===== src/design/grs_pkg.sv =====
// Package: types, constants and round functions for the Groestl-512 engine.
`timescale 1ns / 1ps
`default_nettype none

package grs_pkg;

   localparam int BLOCK_BYTES = 128;
   localparam int NUM_ROUNDS  = 14;
   localparam int COLS        = 16;
   localparam int ROWS        = 8;

   localparam logic [6:0] DIGEST_MIN   = 7'd33;
   localparam logic [6:0] DIGEST_MAX   = 7'd64;
   localparam logic [6:0] LAST_POS     = 7'(BLOCK_BYTES - 1);
   localparam logic [6:0] COUNT_POS    = 7'(BLOCK_BYTES - 8);
   localparam logic [3:0] LAST_ROUND   = 4'(NUM_ROUNDS - 1);
   localparam logic [7:0] PAD_MARK     = 8'h80;

   // state byte k sits at column k/8, row k%8; byte 0 is the MSB byte
   typedef logic [0:BLOCK_BYTES-1][7:0] state_type;

   typedef enum logic [2:0] {
      ST_IDLE,
      ST_PAD,
      ST_CLOAD,
      ST_CRUN,
      ST_FLOAD,
      ST_FRUN,
      ST_OUT
   } ctrl_state_type;

   typedef struct packed {
      logic absorb;
      logic pad_start;
      logic pad_shift;
      logic comp_load;
      logic comp_round;
      logic fin_load;
      logic fin_round;
      logic out_step;
      logic restart;
   } grs_cmd_type;

   typedef struct packed {
      logic fill_last;
      logic round_last;
      logic padding;
      logic cnt_ok;
      logic out_last;
   } grs_stat_type;

   localparam int SHIFT_P [ROWS] = '{0, 1, 2, 3, 4, 5, 6, 11};
   localparam int SHIFT_Q [ROWS] = '{1, 3, 5, 11, 0, 2, 4, 6};
   localparam logic [2:0] MIX_COEF [ROWS] = '{3'd2, 3'd2, 3'd3, 3'd4, 3'd5, 3'd3, 3'd5, 3'd7};

   localparam logic [7:0] SBOX [256] = '{
      8'h63,8'h7c,8'h77,8'h7b,8'hf2,8'h6b,8'h6f,8'hc5,8'h30,8'h01,8'h67,8'h2b,8'hfe,8'hd7,8'hab,8'h76,
      8'hca,8'h82,8'hc9,8'h7d,8'hfa,8'h59,8'h47,8'hf0,8'had,8'hd4,8'ha2,8'haf,8'h9c,8'ha4,8'h72,8'hc0,
      8'hb7,8'hfd,8'h93,8'h26,8'h36,8'h3f,8'hf7,8'hcc,8'h34,8'ha5,8'he5,8'hf1,8'h71,8'hd8,8'h31,8'h15,
      8'h04,8'hc7,8'h23,8'hc3,8'h18,8'h96,8'h05,8'h9a,8'h07,8'h12,8'h80,8'he2,8'heb,8'h27,8'hb2,8'h75,
      8'h09,8'h83,8'h2c,8'h1a,8'h1b,8'h6e,8'h5a,8'ha0,8'h52,8'h3b,8'hd6,8'hb3,8'h29,8'he3,8'h2f,8'h84,
      8'h53,8'hd1,8'h00,8'hed,8'h20,8'hfc,8'hb1,8'h5b,8'h6a,8'hcb,8'hbe,8'h39,8'h4a,8'h4c,8'h58,8'hcf,
      8'hd0,8'hef,8'haa,8'hfb,8'h43,8'h4d,8'h33,8'h85,8'h45,8'hf9,8'h02,8'h7f,8'h50,8'h3c,8'h9f,8'ha8,
      8'h51,8'ha3,8'h40,8'h8f,8'h92,8'h9d,8'h38,8'hf5,8'hbc,8'hb6,8'hda,8'h21,8'h10,8'hff,8'hf3,8'hd2,
      8'hcd,8'h0c,8'h13,8'hec,8'h5f,8'h97,8'h44,8'h17,8'hc4,8'ha7,8'h7e,8'h3d,8'h64,8'h5d,8'h19,8'h73,
      8'h60,8'h81,8'h4f,8'hdc,8'h22,8'h2a,8'h90,8'h88,8'h46,8'hee,8'hb8,8'h14,8'hde,8'h5e,8'h0b,8'hdb,
      8'he0,8'h32,8'h3a,8'h0a,8'h49,8'h06,8'h24,8'h5c,8'hc2,8'hd3,8'hac,8'h62,8'h91,8'h95,8'he4,8'h79,
      8'he7,8'hc8,8'h37,8'h6d,8'h8d,8'hd5,8'h4e,8'ha9,8'h6c,8'h56,8'hf4,8'hea,8'h65,8'h7a,8'hae,8'h08,
      8'hba,8'h78,8'h25,8'h2e,8'h1c,8'ha6,8'hb4,8'hc6,8'he8,8'hdd,8'h74,8'h1f,8'h4b,8'hbd,8'h8b,8'h8a,
      8'h70,8'h3e,8'hb5,8'h66,8'h48,8'h03,8'hf6,8'h0e,8'h61,8'h35,8'h57,8'hb9,8'h86,8'hc1,8'h1d,8'h9e,
      8'he1,8'hf8,8'h98,8'h11,8'h69,8'hd9,8'h8e,8'h94,8'h9b,8'h1e,8'h87,8'he9,8'hce,8'h55,8'h28,8'hdf,
      8'h8c,8'ha1,8'h89,8'h0d,8'hbf,8'he6,8'h42,8'h68,8'h41,8'h99,8'h2d,8'h0f,8'hb0,8'h54,8'hbb,8'h16
   };

   function automatic logic [7:0] gf_dbl(logic [7:0] x);
      gf_dbl = {x[6:0], 1'b0} ^ (x[7] ? 8'h1b : 8'h00);
   endfunction

   function automatic logic [7:0] gf_mul(logic [7:0] x, logic [2:0] c);
      logic [7:0] x2;
      logic [7:0] x4;
      logic [7:0] r;
      x2 = gf_dbl(x);
      x4 = gf_dbl(x2);
      r  = 8'h00;
      if (c[0]) r = r ^ x;
      if (c[1]) r = r ^ x2;
      if (c[2]) r = r ^ x4;
      gf_mul = r;
   endfunction

   // one round of P (is_q = 0) or Q (is_q = 1)
   function automatic state_type grs_round(state_type s, logic [3:0] rnd, logic is_q);
      state_type a;
      state_type t;
      state_type o;
      logic [7:0] acc;
      int sh;
      for (int c = 0; c < COLS; c++) begin
         for (int i = 0; i < ROWS; i++) begin
            a[c*ROWS+i] = s[c*ROWS+i] ^ (is_q ? 8'hff : 8'h00);
            if ((!is_q && i == 0) || (is_q && i == ROWS - 1))
               a[c*ROWS+i] = a[c*ROWS+i] ^ {4'(c), rnd};
         end
      end
      for (int c = 0; c < COLS; c++) begin
         for (int i = 0; i < ROWS; i++) begin
            sh = is_q ? SHIFT_Q[i] : SHIFT_P[i];
            t[c*ROWS+i] = SBOX[a[((c + sh) % COLS)*ROWS+i]];
         end
      end
      for (int c = 0; c < COLS; c++) begin
         for (int i = 0; i < ROWS; i++) begin
            acc = 8'h00;
            for (int k = 0; k < ROWS; k++)
               acc = acc ^ gf_mul(t[c*ROWS+k], MIX_COEF[(k - i + ROWS) % ROWS]);
            o[c*ROWS+i] = acc;
         end
      end
      grs_round = o;
   endfunction

   function automatic state_type iv_of(logic [6:0] n);
      state_type v;
      v = '0;
      v[BLOCK_BYTES-2] = {6'b0, n[6:5]};
      v[BLOCK_BYTES-1] = {n[4:0], 3'b0};
      iv_of = v;
   endfunction

endpackage

`default_nettype wire


===== src/design/grs_ctrl.sv =====
// Controller: sequences absorb, padding, compression, output transform and readout.
`timescale 1ns / 1ps
`default_nettype none

module grs_ctrl
   import grs_pkg::*;
(
   input  wire logic   clock,
   input  wire logic   reset,
   input  wire logic   csr_we,
   input  wire logic   req_valid,
   input  wire logic   req_action,
   output logic        req_ready,
   output logic        rsp_valid,
   input  wire logic   rsp_ready,
   input  wire grs_stat_type stat,
   output grs_cmd_type  cmd
);

   ctrl_state_type state_ff, state_in;

   always_ff @(posedge clock) begin
      if (reset || csr_we) begin
         state_ff <= ST_IDLE;
      end else begin
         state_ff <= state_in;
      end
   end

   always_comb begin
      state_in  = state_ff;
      cmd       = '0;
      req_ready = 1'b0;
      rsp_valid = 1'b0;
      unique case (state_ff)
         ST_IDLE: begin
            req_ready = 1'b1;
            if (req_valid) begin
               if (!req_action) begin
                  cmd.absorb = 1'b1;
                  if (stat.fill_last) state_in = ST_CLOAD;
               end else begin
                  cmd.pad_start = 1'b1;
                  state_in      = ST_PAD;
               end
            end
         end
         ST_PAD: begin
            cmd.pad_shift = 1'b1;
            if (stat.fill_last) state_in = ST_CLOAD;
         end
         ST_CLOAD: begin
            cmd.comp_load = 1'b1;
            state_in      = ST_CRUN;
         end
         ST_CRUN: begin
            cmd.comp_round = 1'b1;
            if (stat.round_last) begin
               if (!stat.padding)    state_in = ST_IDLE;
               else if (stat.cnt_ok) state_in = ST_FLOAD;
               else                  state_in = ST_PAD;
            end
         end
         ST_FLOAD: begin
            cmd.fin_load = 1'b1;
            state_in     = ST_FRUN;
         end
         ST_FRUN: begin
            cmd.fin_round = 1'b1;
            if (stat.round_last) state_in = ST_OUT;
         end
         ST_OUT: begin
            rsp_valid = 1'b1;
            if (rsp_ready) begin
               if (stat.out_last) begin
                  cmd.restart = 1'b1;
                  state_in    = ST_IDLE;
               end else begin
                  cmd.out_step = 1'b1;
               end
            end
         end
         default: state_in = ST_IDLE;
      endcase
   end

endmodule

`default_nettype wire


===== config.mk =====
export PLATFORM = sky130hd
export DESIGN_NAME = grs_ctrl
export DESIGN_NICKNAME = d
export VERILOG_FILES = /design/src/design/grs_pkg.sv /design/src/design/grs_ctrl.sv
export SDC_FILE = /design/constraint.sdc
export NUM_CORES = 1
export LEC_CHECK = 0
export BUFFER_PORTS_ARGS = -buffer_cell sky130_fd_sc_hd__clkbuf_2
export CORE_AREA = 2 2 39 41
export CTS_CLUSTER_DIAMETER = 120
export CTS_CLUSTER_SIZE = 30
export DETAILED_ROUTE_END_ITERATION = 16
export DIE_AREA = 0 0 41 43
export GPL_ROUTABILITY_DRIVEN = 0
export PLACE_DENSITY = 0.6
export SLEW_MARGIN = 20
export SYNTH_ARGS = -nofsm -noshare
export SYNTH_HDL_FRONTEND = slang
export SYNTH_SLANG_ARGS = --single-unit

===== constraint.sdc =====
create_clock -name clock -period 1.4 [get_ports clock]
set_input_delay 0.07 -clock clock [delete_from_list [all_inputs] [get_ports clock]]
set_output_delay 0.07 -clock clock [all_outputs]
set_load 0.01 [all_outputs]

[Word-level counts from Yosys, hierarchy flattened]
Index checks and enable logic that the tools add are counted.
Widths: inputs -> output; s select.
Word-level totals
  flip-flop bits (word level): 3
  output and inout port bits: 11
  logic and storage cells: 40
  input bits: 11
Operators by class
  reduce and logical (&&, ||, !) cells: 3
  eq/ne operators: 11
  mux-type cells: 25
Operator list (number)
  $mux 3: 9
  $pmux 3 s7: 1
  $mux 1: 11
  $ne 2x2->1 const B: 5
  $eq 3x3->1 const B: 3
  $mux 2: 4
  $eq 3x2->1 const B: 2
  $reduce_and 5->1: 1
  $eq 3x1->1 const B: 1
  $logic_not 3->1: 1
  $logic_or 1x1->1: 1

[Longest topological paths before layout]
Gate-level depths: netlist of run 1.
  depth after elaboration: 4
  mapped depth: 4

[Worst setup path after synthesis of run 1]
Ideal clock, no wire load.
  path kind: register to register
  start point: register state_ff[1]
  end point: register state_ff[0]
  stages on the path, launching flop included: 5
  required time: 1283 ps
  slack: 230 ps
  clock period less this slack: 1170 ps
  arrival: 1053 ps
  path buffers: 1
  path through: dfxtp_1 buf_6 nor3_1 a221o_1 a21oi_1
On the way
  longest elaborated chain between the ends: 3
RTL lines
  from (decl): RTL line grs_ctrl.sv:20  | ctrl_state_type state_ff, state_in;
  from (signal assigned): RTL line grs_ctrl.sv:26  | state_ff <= state_in;
  $eq 3x2->1 (tied with other cells): RTL line grs_ctrl.sv:35  | unique case (state_ff)
  $ne 2x2->1 (no line)
  $reduce_and 5->1 (no line)
Parallel ways exist; a longest one is shown, timed or not.
A chain may end at the register's enable or synchronous reset.

==> impl_metrics.json, run 1 <==
{
  "status": "finished, final reports clean",
  "stdcell_area_um2": 449,
  "wire_per_inst_um": 9.81,
  "p_total_w": 0.000311,
  "synth_nets": 52,
  "critPathRequiredTime_ps": 1330,
  "tritoncts": "yes",
  "die_x_um": 41,
  "period_minus_slack_ps": 1300,
  "final_cell_mix": "21 x clkbuf_2, 4 x nand2_1, 4 x a21oi_1",
  "layout_commonest_cell": "clkbuf_2",
  "die-area_um2": 1760,
  "routed_wl_um": 785,
  "yosysSeqAreaShare": 0.200,
  "cts_buffers": 3,
  "cts_hold_buf": 0,
  "p_per_area_nw_per_um2": 692,
  "initial_core_util": 0.217,
  "cts.clk_slew.worst_paths_ps": 40,
  "grt.overflow.total": 0,
  "area_growth_pct": 49.6,
  "ir_drop_mv": 0.196,
  "drt_iter0_drc": 14,
  "cp_max_fo": 13,
  "chipHeight_um": 43,
  "fin_worst_skew_ps": 2.31,
  "syn_avg_cell_area_um2": 7.32,
  "drcViolationCount": 0,
  "clkSinkCount": 3,
  "min_from": "reset",
  "worst_hold_path_type": "primary input to register",
  "placementRows": 14,
  "fin_crit_sh": 0.928,
  "ys_warn_count": 0,
  "ys_types": 25,
  "grt_first_pass_wirelength_um": 1200,
  "worstSetupStartpoint": "state_ff[0]",
  "io_buffers": 21,
  "tightest_slew_ps": 300,
  "fmax_mhz": 770,
  "placed_area_um2": 407,
  "final_nets": 76,
  "largest_reg_flops": 3,
  "largestRegisters": "state_ff: 3 flops",
  "setup_viol": 0,
  "antenna_found_initial": 0,
  "htree_levels": 1,
  "finalSetupTns_ps": 0,
  "drv_cap": 0,
  "drtAntennaViolNets": 0,
  "syn-cell-area_um2": 300,
  "firstDrtPassIters": 2,
  "synthCells": 41,
  "grt_pass1_vias": 311,
  "end_kind": "output port",
  "drive_gt1_frac": 0.516,
  "dp.cells": 76,
  "track_usage": 0.104,
  "clock_latency_ps": 240,
  "critPathKind": "register to output port",
  "via_count": 381,
  "maxSlewViolCount": 0,
  "cp.arrival_ps": 1230,
  "fin_cells": 80,
  "crit-reg2reg-launch": "state_ff[2]",
  "dp_hpwl_um": 588,
  "hold_viol_final": 0,
  "p_leak_nw": 0.224,
  "startpoint_type": "register",
  "grt_max_degree": 14,
  "coreArea_um2": 1380,
  "clock-root-buffer": "clkbuf_4",
  "ys_ff_latch": 3,
  "rsz0062_at_grt": "no",
  "regMostFlops": "state_ff",
  "n_antenna_cell": 0,
  "ioPinCount": 22,
  "timing.slew.headroom": 0.797,
  "cts_setup_buffers": 0,
  "viasPerCell": 4.76,
  "clockBufferDepth": 2
}
## metrics by stage
stage / setup WS (ps) / hold WS (ps) / utilization
global placement: 223 / 357 / 0.294
finish: 101 / 93.7 / 0.325
detailed placement: 203 / 352 / 0.294
CTS: 43.3 / 99.2 / 0.318
global route: 4.83 / 112 / 0.325
floorplan: 230 / 188 / -
## critical path: stages, from the launching register on
cell,delay [ps]
dfxtp_4,380
and2b_2,220
nand2_1,90
nor3b_2,160
clkbuf_2,150
## where the power goes
part           switching, W  internal [W]  total (W)
sequential       0.00000645     0.0000875  0.0000939
clock             0.0000507      0.000107   0.000158
combinational     0.0000285     0.0000307  0.0000592
total             0.0000856      0.000225   0.000311
## layout make-up
cell class | count | area [um2]
Sequential cell | 3 | 66.3
Clock buffer | 4 | 26.3
Fill cell | 151 | 935
Timing Repair Buffer | 22 | 113
Multi-Input combinational cell | 33 | 216
Tap cell | 16 | 20.0
Inverter | 2 | 7.51
## metal layers
layer  global-route usage  routed length (um)  vias up
met5                    0                   0        -
met4                0.100                  19        0
met3               0.0157                  48        2
met2                0.147                 376       16
met1                0.125                 340      164
li1                     -                   -      199
## cell families (layout without fill, tap and decap cells)
group | after synthesis | after routing | share of synthesized area
and+or+nand+nor | 22 | 22 | 0.425
AOI/OAI and AO/OA | 10 | 10 | 0.229
DFF | 3 | 3 | 0.200
muxes | 1 | 1 | 0.0333
buffers and inverters | 5 | 28 | 0.112
## timing repair
item	4_1_cts	5_1_grt
endpoints found under the setup margin	3	2
cloned	0	0
resized for setup	3	3
## final timing paths
path | end | slack, ps | cells after the start
max | cmd[1] | 100 | 4
min | state_ff[2] | 90 | 3
max reg2reg | state_ff[1] | 290 | 3
min reg2reg | state_ff[0] | 520 | 1
## cell usage after synthesis, drive strengths merged
| cell type | number | area, um2 |
|---|---|---|
| inv | 2 | 7.51 |
| nor4b | 1 | 8.76 |
| buf | 3 | 26.3 |
| o21ai | 1 | 5.00 |
| and3 | 2 | 13.8 |
| nand4 | 1 | 6.26 |
| nor3b | 4 | 30.0 |
| and2b | 1 | 8.76 |
| nor2 | 3 | 11.3 |
| nor3 | 2 | 10.0 |
| dfxtp | 3 | 60.1 |
| a21o | 1 | 7.51 |
| a221o | 1 | 10.0 |
| or3 | 1 | 6.26 |
| mux2i | 1 | 10.0 |
| nand3 | 1 | 5.00 |
| nand2 | 4 | 15.0 |
| a22oi | 1 | 7.51 |
| a21oi | 4 | 20.0 |
| or2 | 1 | 6.26 |
| a32o | 1 | 10.0 |
| o311ai | 1 | 8.76 |
| nand2b | 1 | 6.26 |
Note: power is estimated with default switching activity, not from simulation.
==> inputs of run 2 (changes only) <==
ABC_AREA = 1   (was not set)
PLACE_DENSITY = 0.66   (was 0.6)
RECOVER_POWER = 25   (was not set)
==> impl_metrics.json, run 2 <==
{
  "antenna_found_initial": 0,
  "cts_buffers": 3,
  "clock-root-buffer": "clkbuf_4",
  "yosysSeqAreaShare": 0.161,
  "crit_path_cell_trace": "buf_4 > nor2_2 > nand2_1 > nor2_1 > clkbuf_2",
  "finalSetupTns_ps": 0,
  "p_sw_w": 0.0000935,
  "p_per_area_nw_per_um2": 620,
  "coreArea_um2": 1380,
  "final_util": 0.374,
  "end_kind": "output port",
  "multi_input_area_um2": 245,
  "area_growth_pct": 38.5,
  "cp.arrival_ps": 1230,
  "synth-edff-count": 0,
  "rsz0062_at_grt": "no",
  "period_minus_slack_ps": 1300,
  "grt_first_pass_wirelength_um": 1550,
  "initial_core_util": 0.270,
  "regMostFlops": "state_ff",
  "setup_viol": 0,
  "cp_slowest_cell": "dfxtp_1",
  "syn-cell-area_um2": 374,
  "chipHeight_um": 43,
  "regArea_um2": 62.6,
  "p_leak_nw": 0.304,
  "nFillCells": 156,
  "critPathRequiredTime_ps": 1330,
  "clkPwrFrac": 0.473,
  "synth_top_area_cell": "nand2_1",
  "syn_avg_cell_area_um2": 5.27,
  "final_nets": 107,
  "grt_pass1_vias": 433,
  "synth_area_leaders": "nand2_1 23%, dfxtp_1 16%, inv_1 12%, nand3_1 9.4%, nor2_1 8.0%",
  "grt.overflow.total": 0,
  "ys_warn_count": 0,
  "wire_per_inst_um": 8.06,
  "drtAntennaViolNets": 0,
  "viasPerCell": 4.33,
  "dp_hpwl_um": 764,
  "p_seq_frac": 0.293,
  "startpoint_type": "register",
  "die-area_um2": 1760,
  "switching_share": 0.291,
  "largest_reg_flops": 3,
  "fin_worst_skew_ps": 4.12,
  "track_usage": 0.125,
  "p_total_w": 0.000321,
  "status": "finished, final reports clean",
  "critPathKind": "register to output port",
  "cts_hold_buf": 0,
  "min_to": "state_ff[1]",
  "max_stage_delay_ps": 370,
  "ys_ff_latch": 3,
  "rr_worst_depth": 6,
  "via_count": 481,
  "intPower_w": 0.000228,
  "hold_viol_final": 0,
  "die_x_um": 41,
  "fmax_mhz": 772,
  "tightest_slew_ps": 254,
  "synth_nets": 82,
  "drv_cap": 0,
  "ir_drop_mv": 0.248,
  "io_buffers": 21,
  "synthCells": 71,
  "crit-reg2reg-launch": "state_ff[2]",
  "timing.slew.headroom": 0.830,
  "pwr-share-comb": 0.234,
  "routed_wl_um": 895,
  "synth_common_cells": "23 x nand2_1, 12 x inv_1, 8 x nor2_1, 7 x nand3_1, 4 x nor2_2",
  "drive_gt1_frac": 0.411,
  "fin_crit_sh": 0.925,
  "firstDrtPassIters": 4,
  "largestRegisters": "state_ff: 3 flops",
  "tritoncts": "yes",
  "rr_endpoint": "state_ff[0]",
  "clkSinkCount": 3,
  "htree_levels": 1,
  "ys.flop_type": "dfxtp_1",
  "ioPinCount": 22,
  "clock_latency_ps": 230,
  "synth_top_area_frac": 0.231,
  "synth-async-reset-ratio": 0,
  "drt_iter0_drc": 11,
  "cts.clk_slew.worst_paths_ps": 40,
  "placementRows": 14,
  "cp_max_fo": 6,
  "min_from": "reset",
  "hold_depth": 4,
  "drcViolationCount": 0,
  "final_cell_mix": "23 x nand2_1, 20 x clkbuf_2, 11 x inv_1, 8 x nor2_1, 7 x nand3_1",
  "ys_types": 14,
  "worst_hold_path_type": "primary input to register",
  "n_antenna_cell": 0,
  "grt_max_degree": 11,
  "yosysMostFrequentCell": "nand2_1",
  "maxSlewViolCount": 0,
  "r2r_slack_ps": 190,
  "clockBufferDepth": 2,
  "layout_commonest_cell": "nand2_1"
}
[run 2: cell count changes in the layout (fill, tap and decap cells not counted), moves of 2 or more]
cell | before | now
a21oi_1 | 4 | 1
a21oi_2 | 0 | 2
inv_1 | 2 | 11
inv_2 | 0 | 3
nand2_1 | 4 | 23
nand2_2 | 0 | 3
nand3_1 | 1 | 7
nor2_1 | 3 | 8
nor2_2 | 0 | 4
nor3b_1 | 3 | 0
[run 2: area by class of cell]
cell class,count,share of cell area
Multi-Input combinational cell,52,0.473
Clock buffer,4,0.0507
Tap cell,16,0.0386
Timing Repair Buffer,22,0.215
Sequential cell,3,0.121
Inverter,14,0.101
[run 2: cells by family (layout without fill, tap and decap cells)]
group | count (synthesis) | in the layout | synth area share
AOI/OAI and AO/OA | 4 | 4 | 0.0736
buffers and inverters | 16 | 40 | 0.201
DFF | 3 | 3 | 0.161
and+or+nand+nor | 48 | 48 | 0.565
[run 2: through the flow]
step | hold slack [ps] | std cells | area, um2 | setup WS [ps]
final | 105 | 111 | 518 | 105
after global routing | 104 | 111 | 518 | 5.47
after CTS | 100 | 111 | 510 | 1.11
after detailed placement | 340 | 107 | 484 | 101
after global placement | 335 | 107 | 484 | 139
after floorplan | 188 | 71 | 374 | 280
[run 2: how the worst max path moves through the flow]
stage,from,end,slack [ps],depth (start not counted)
6_report,state_ff[2],cmd[7],100,5
5_1_grt,state_ff[2],cmd[1],5,5
4_1_cts,state_ff[1],cmd[1],1,5
3_5_place_dp,state_ff[1],state_ff[2],100,8
3_3_place_gp,state_ff[1],state_ff[2],140,8
2_1_floorplan,state_ff[2],state_ff[1],280,9
[run 2: repair_timing]
item	in CTS	in global routing
setup endpoints to repair	0	5
gates resized for setup	0	4
buffers inserted	0	0
[run 2: metal layers]
layer | global-route usage | part of all wire
met1 | 0.154 | 0.46
met2 | 0.203 | 0.47
met3 | 0.0157 | 0.068
met4 | 0.0600 | 0
met5 | 0 | 0
[run 2: power groups by stage]
stage                     logic [W]  registers [W]  clock network, W
after global routing      0.0000868      0.0000945          0.000172
after global placement    0.0000733      0.0000947                 0
after floorplan           0.0000490      0.0000915                 0
final                     0.0000753      0.0000941          0.000152
after detailed placement  0.0000743      0.0000948                 0
after CTS                 0.0000747      0.0000935          0.000156
[run 2: worst max-delay path, delay by kind of cell (launching register included)]
| family | cells | cell delay, ps |
|---|---|---|
| buffers and inverters | 2 | 320 |
| DFF | 1 | 370 |
| and+or+nand+nor | 3 | 300 |
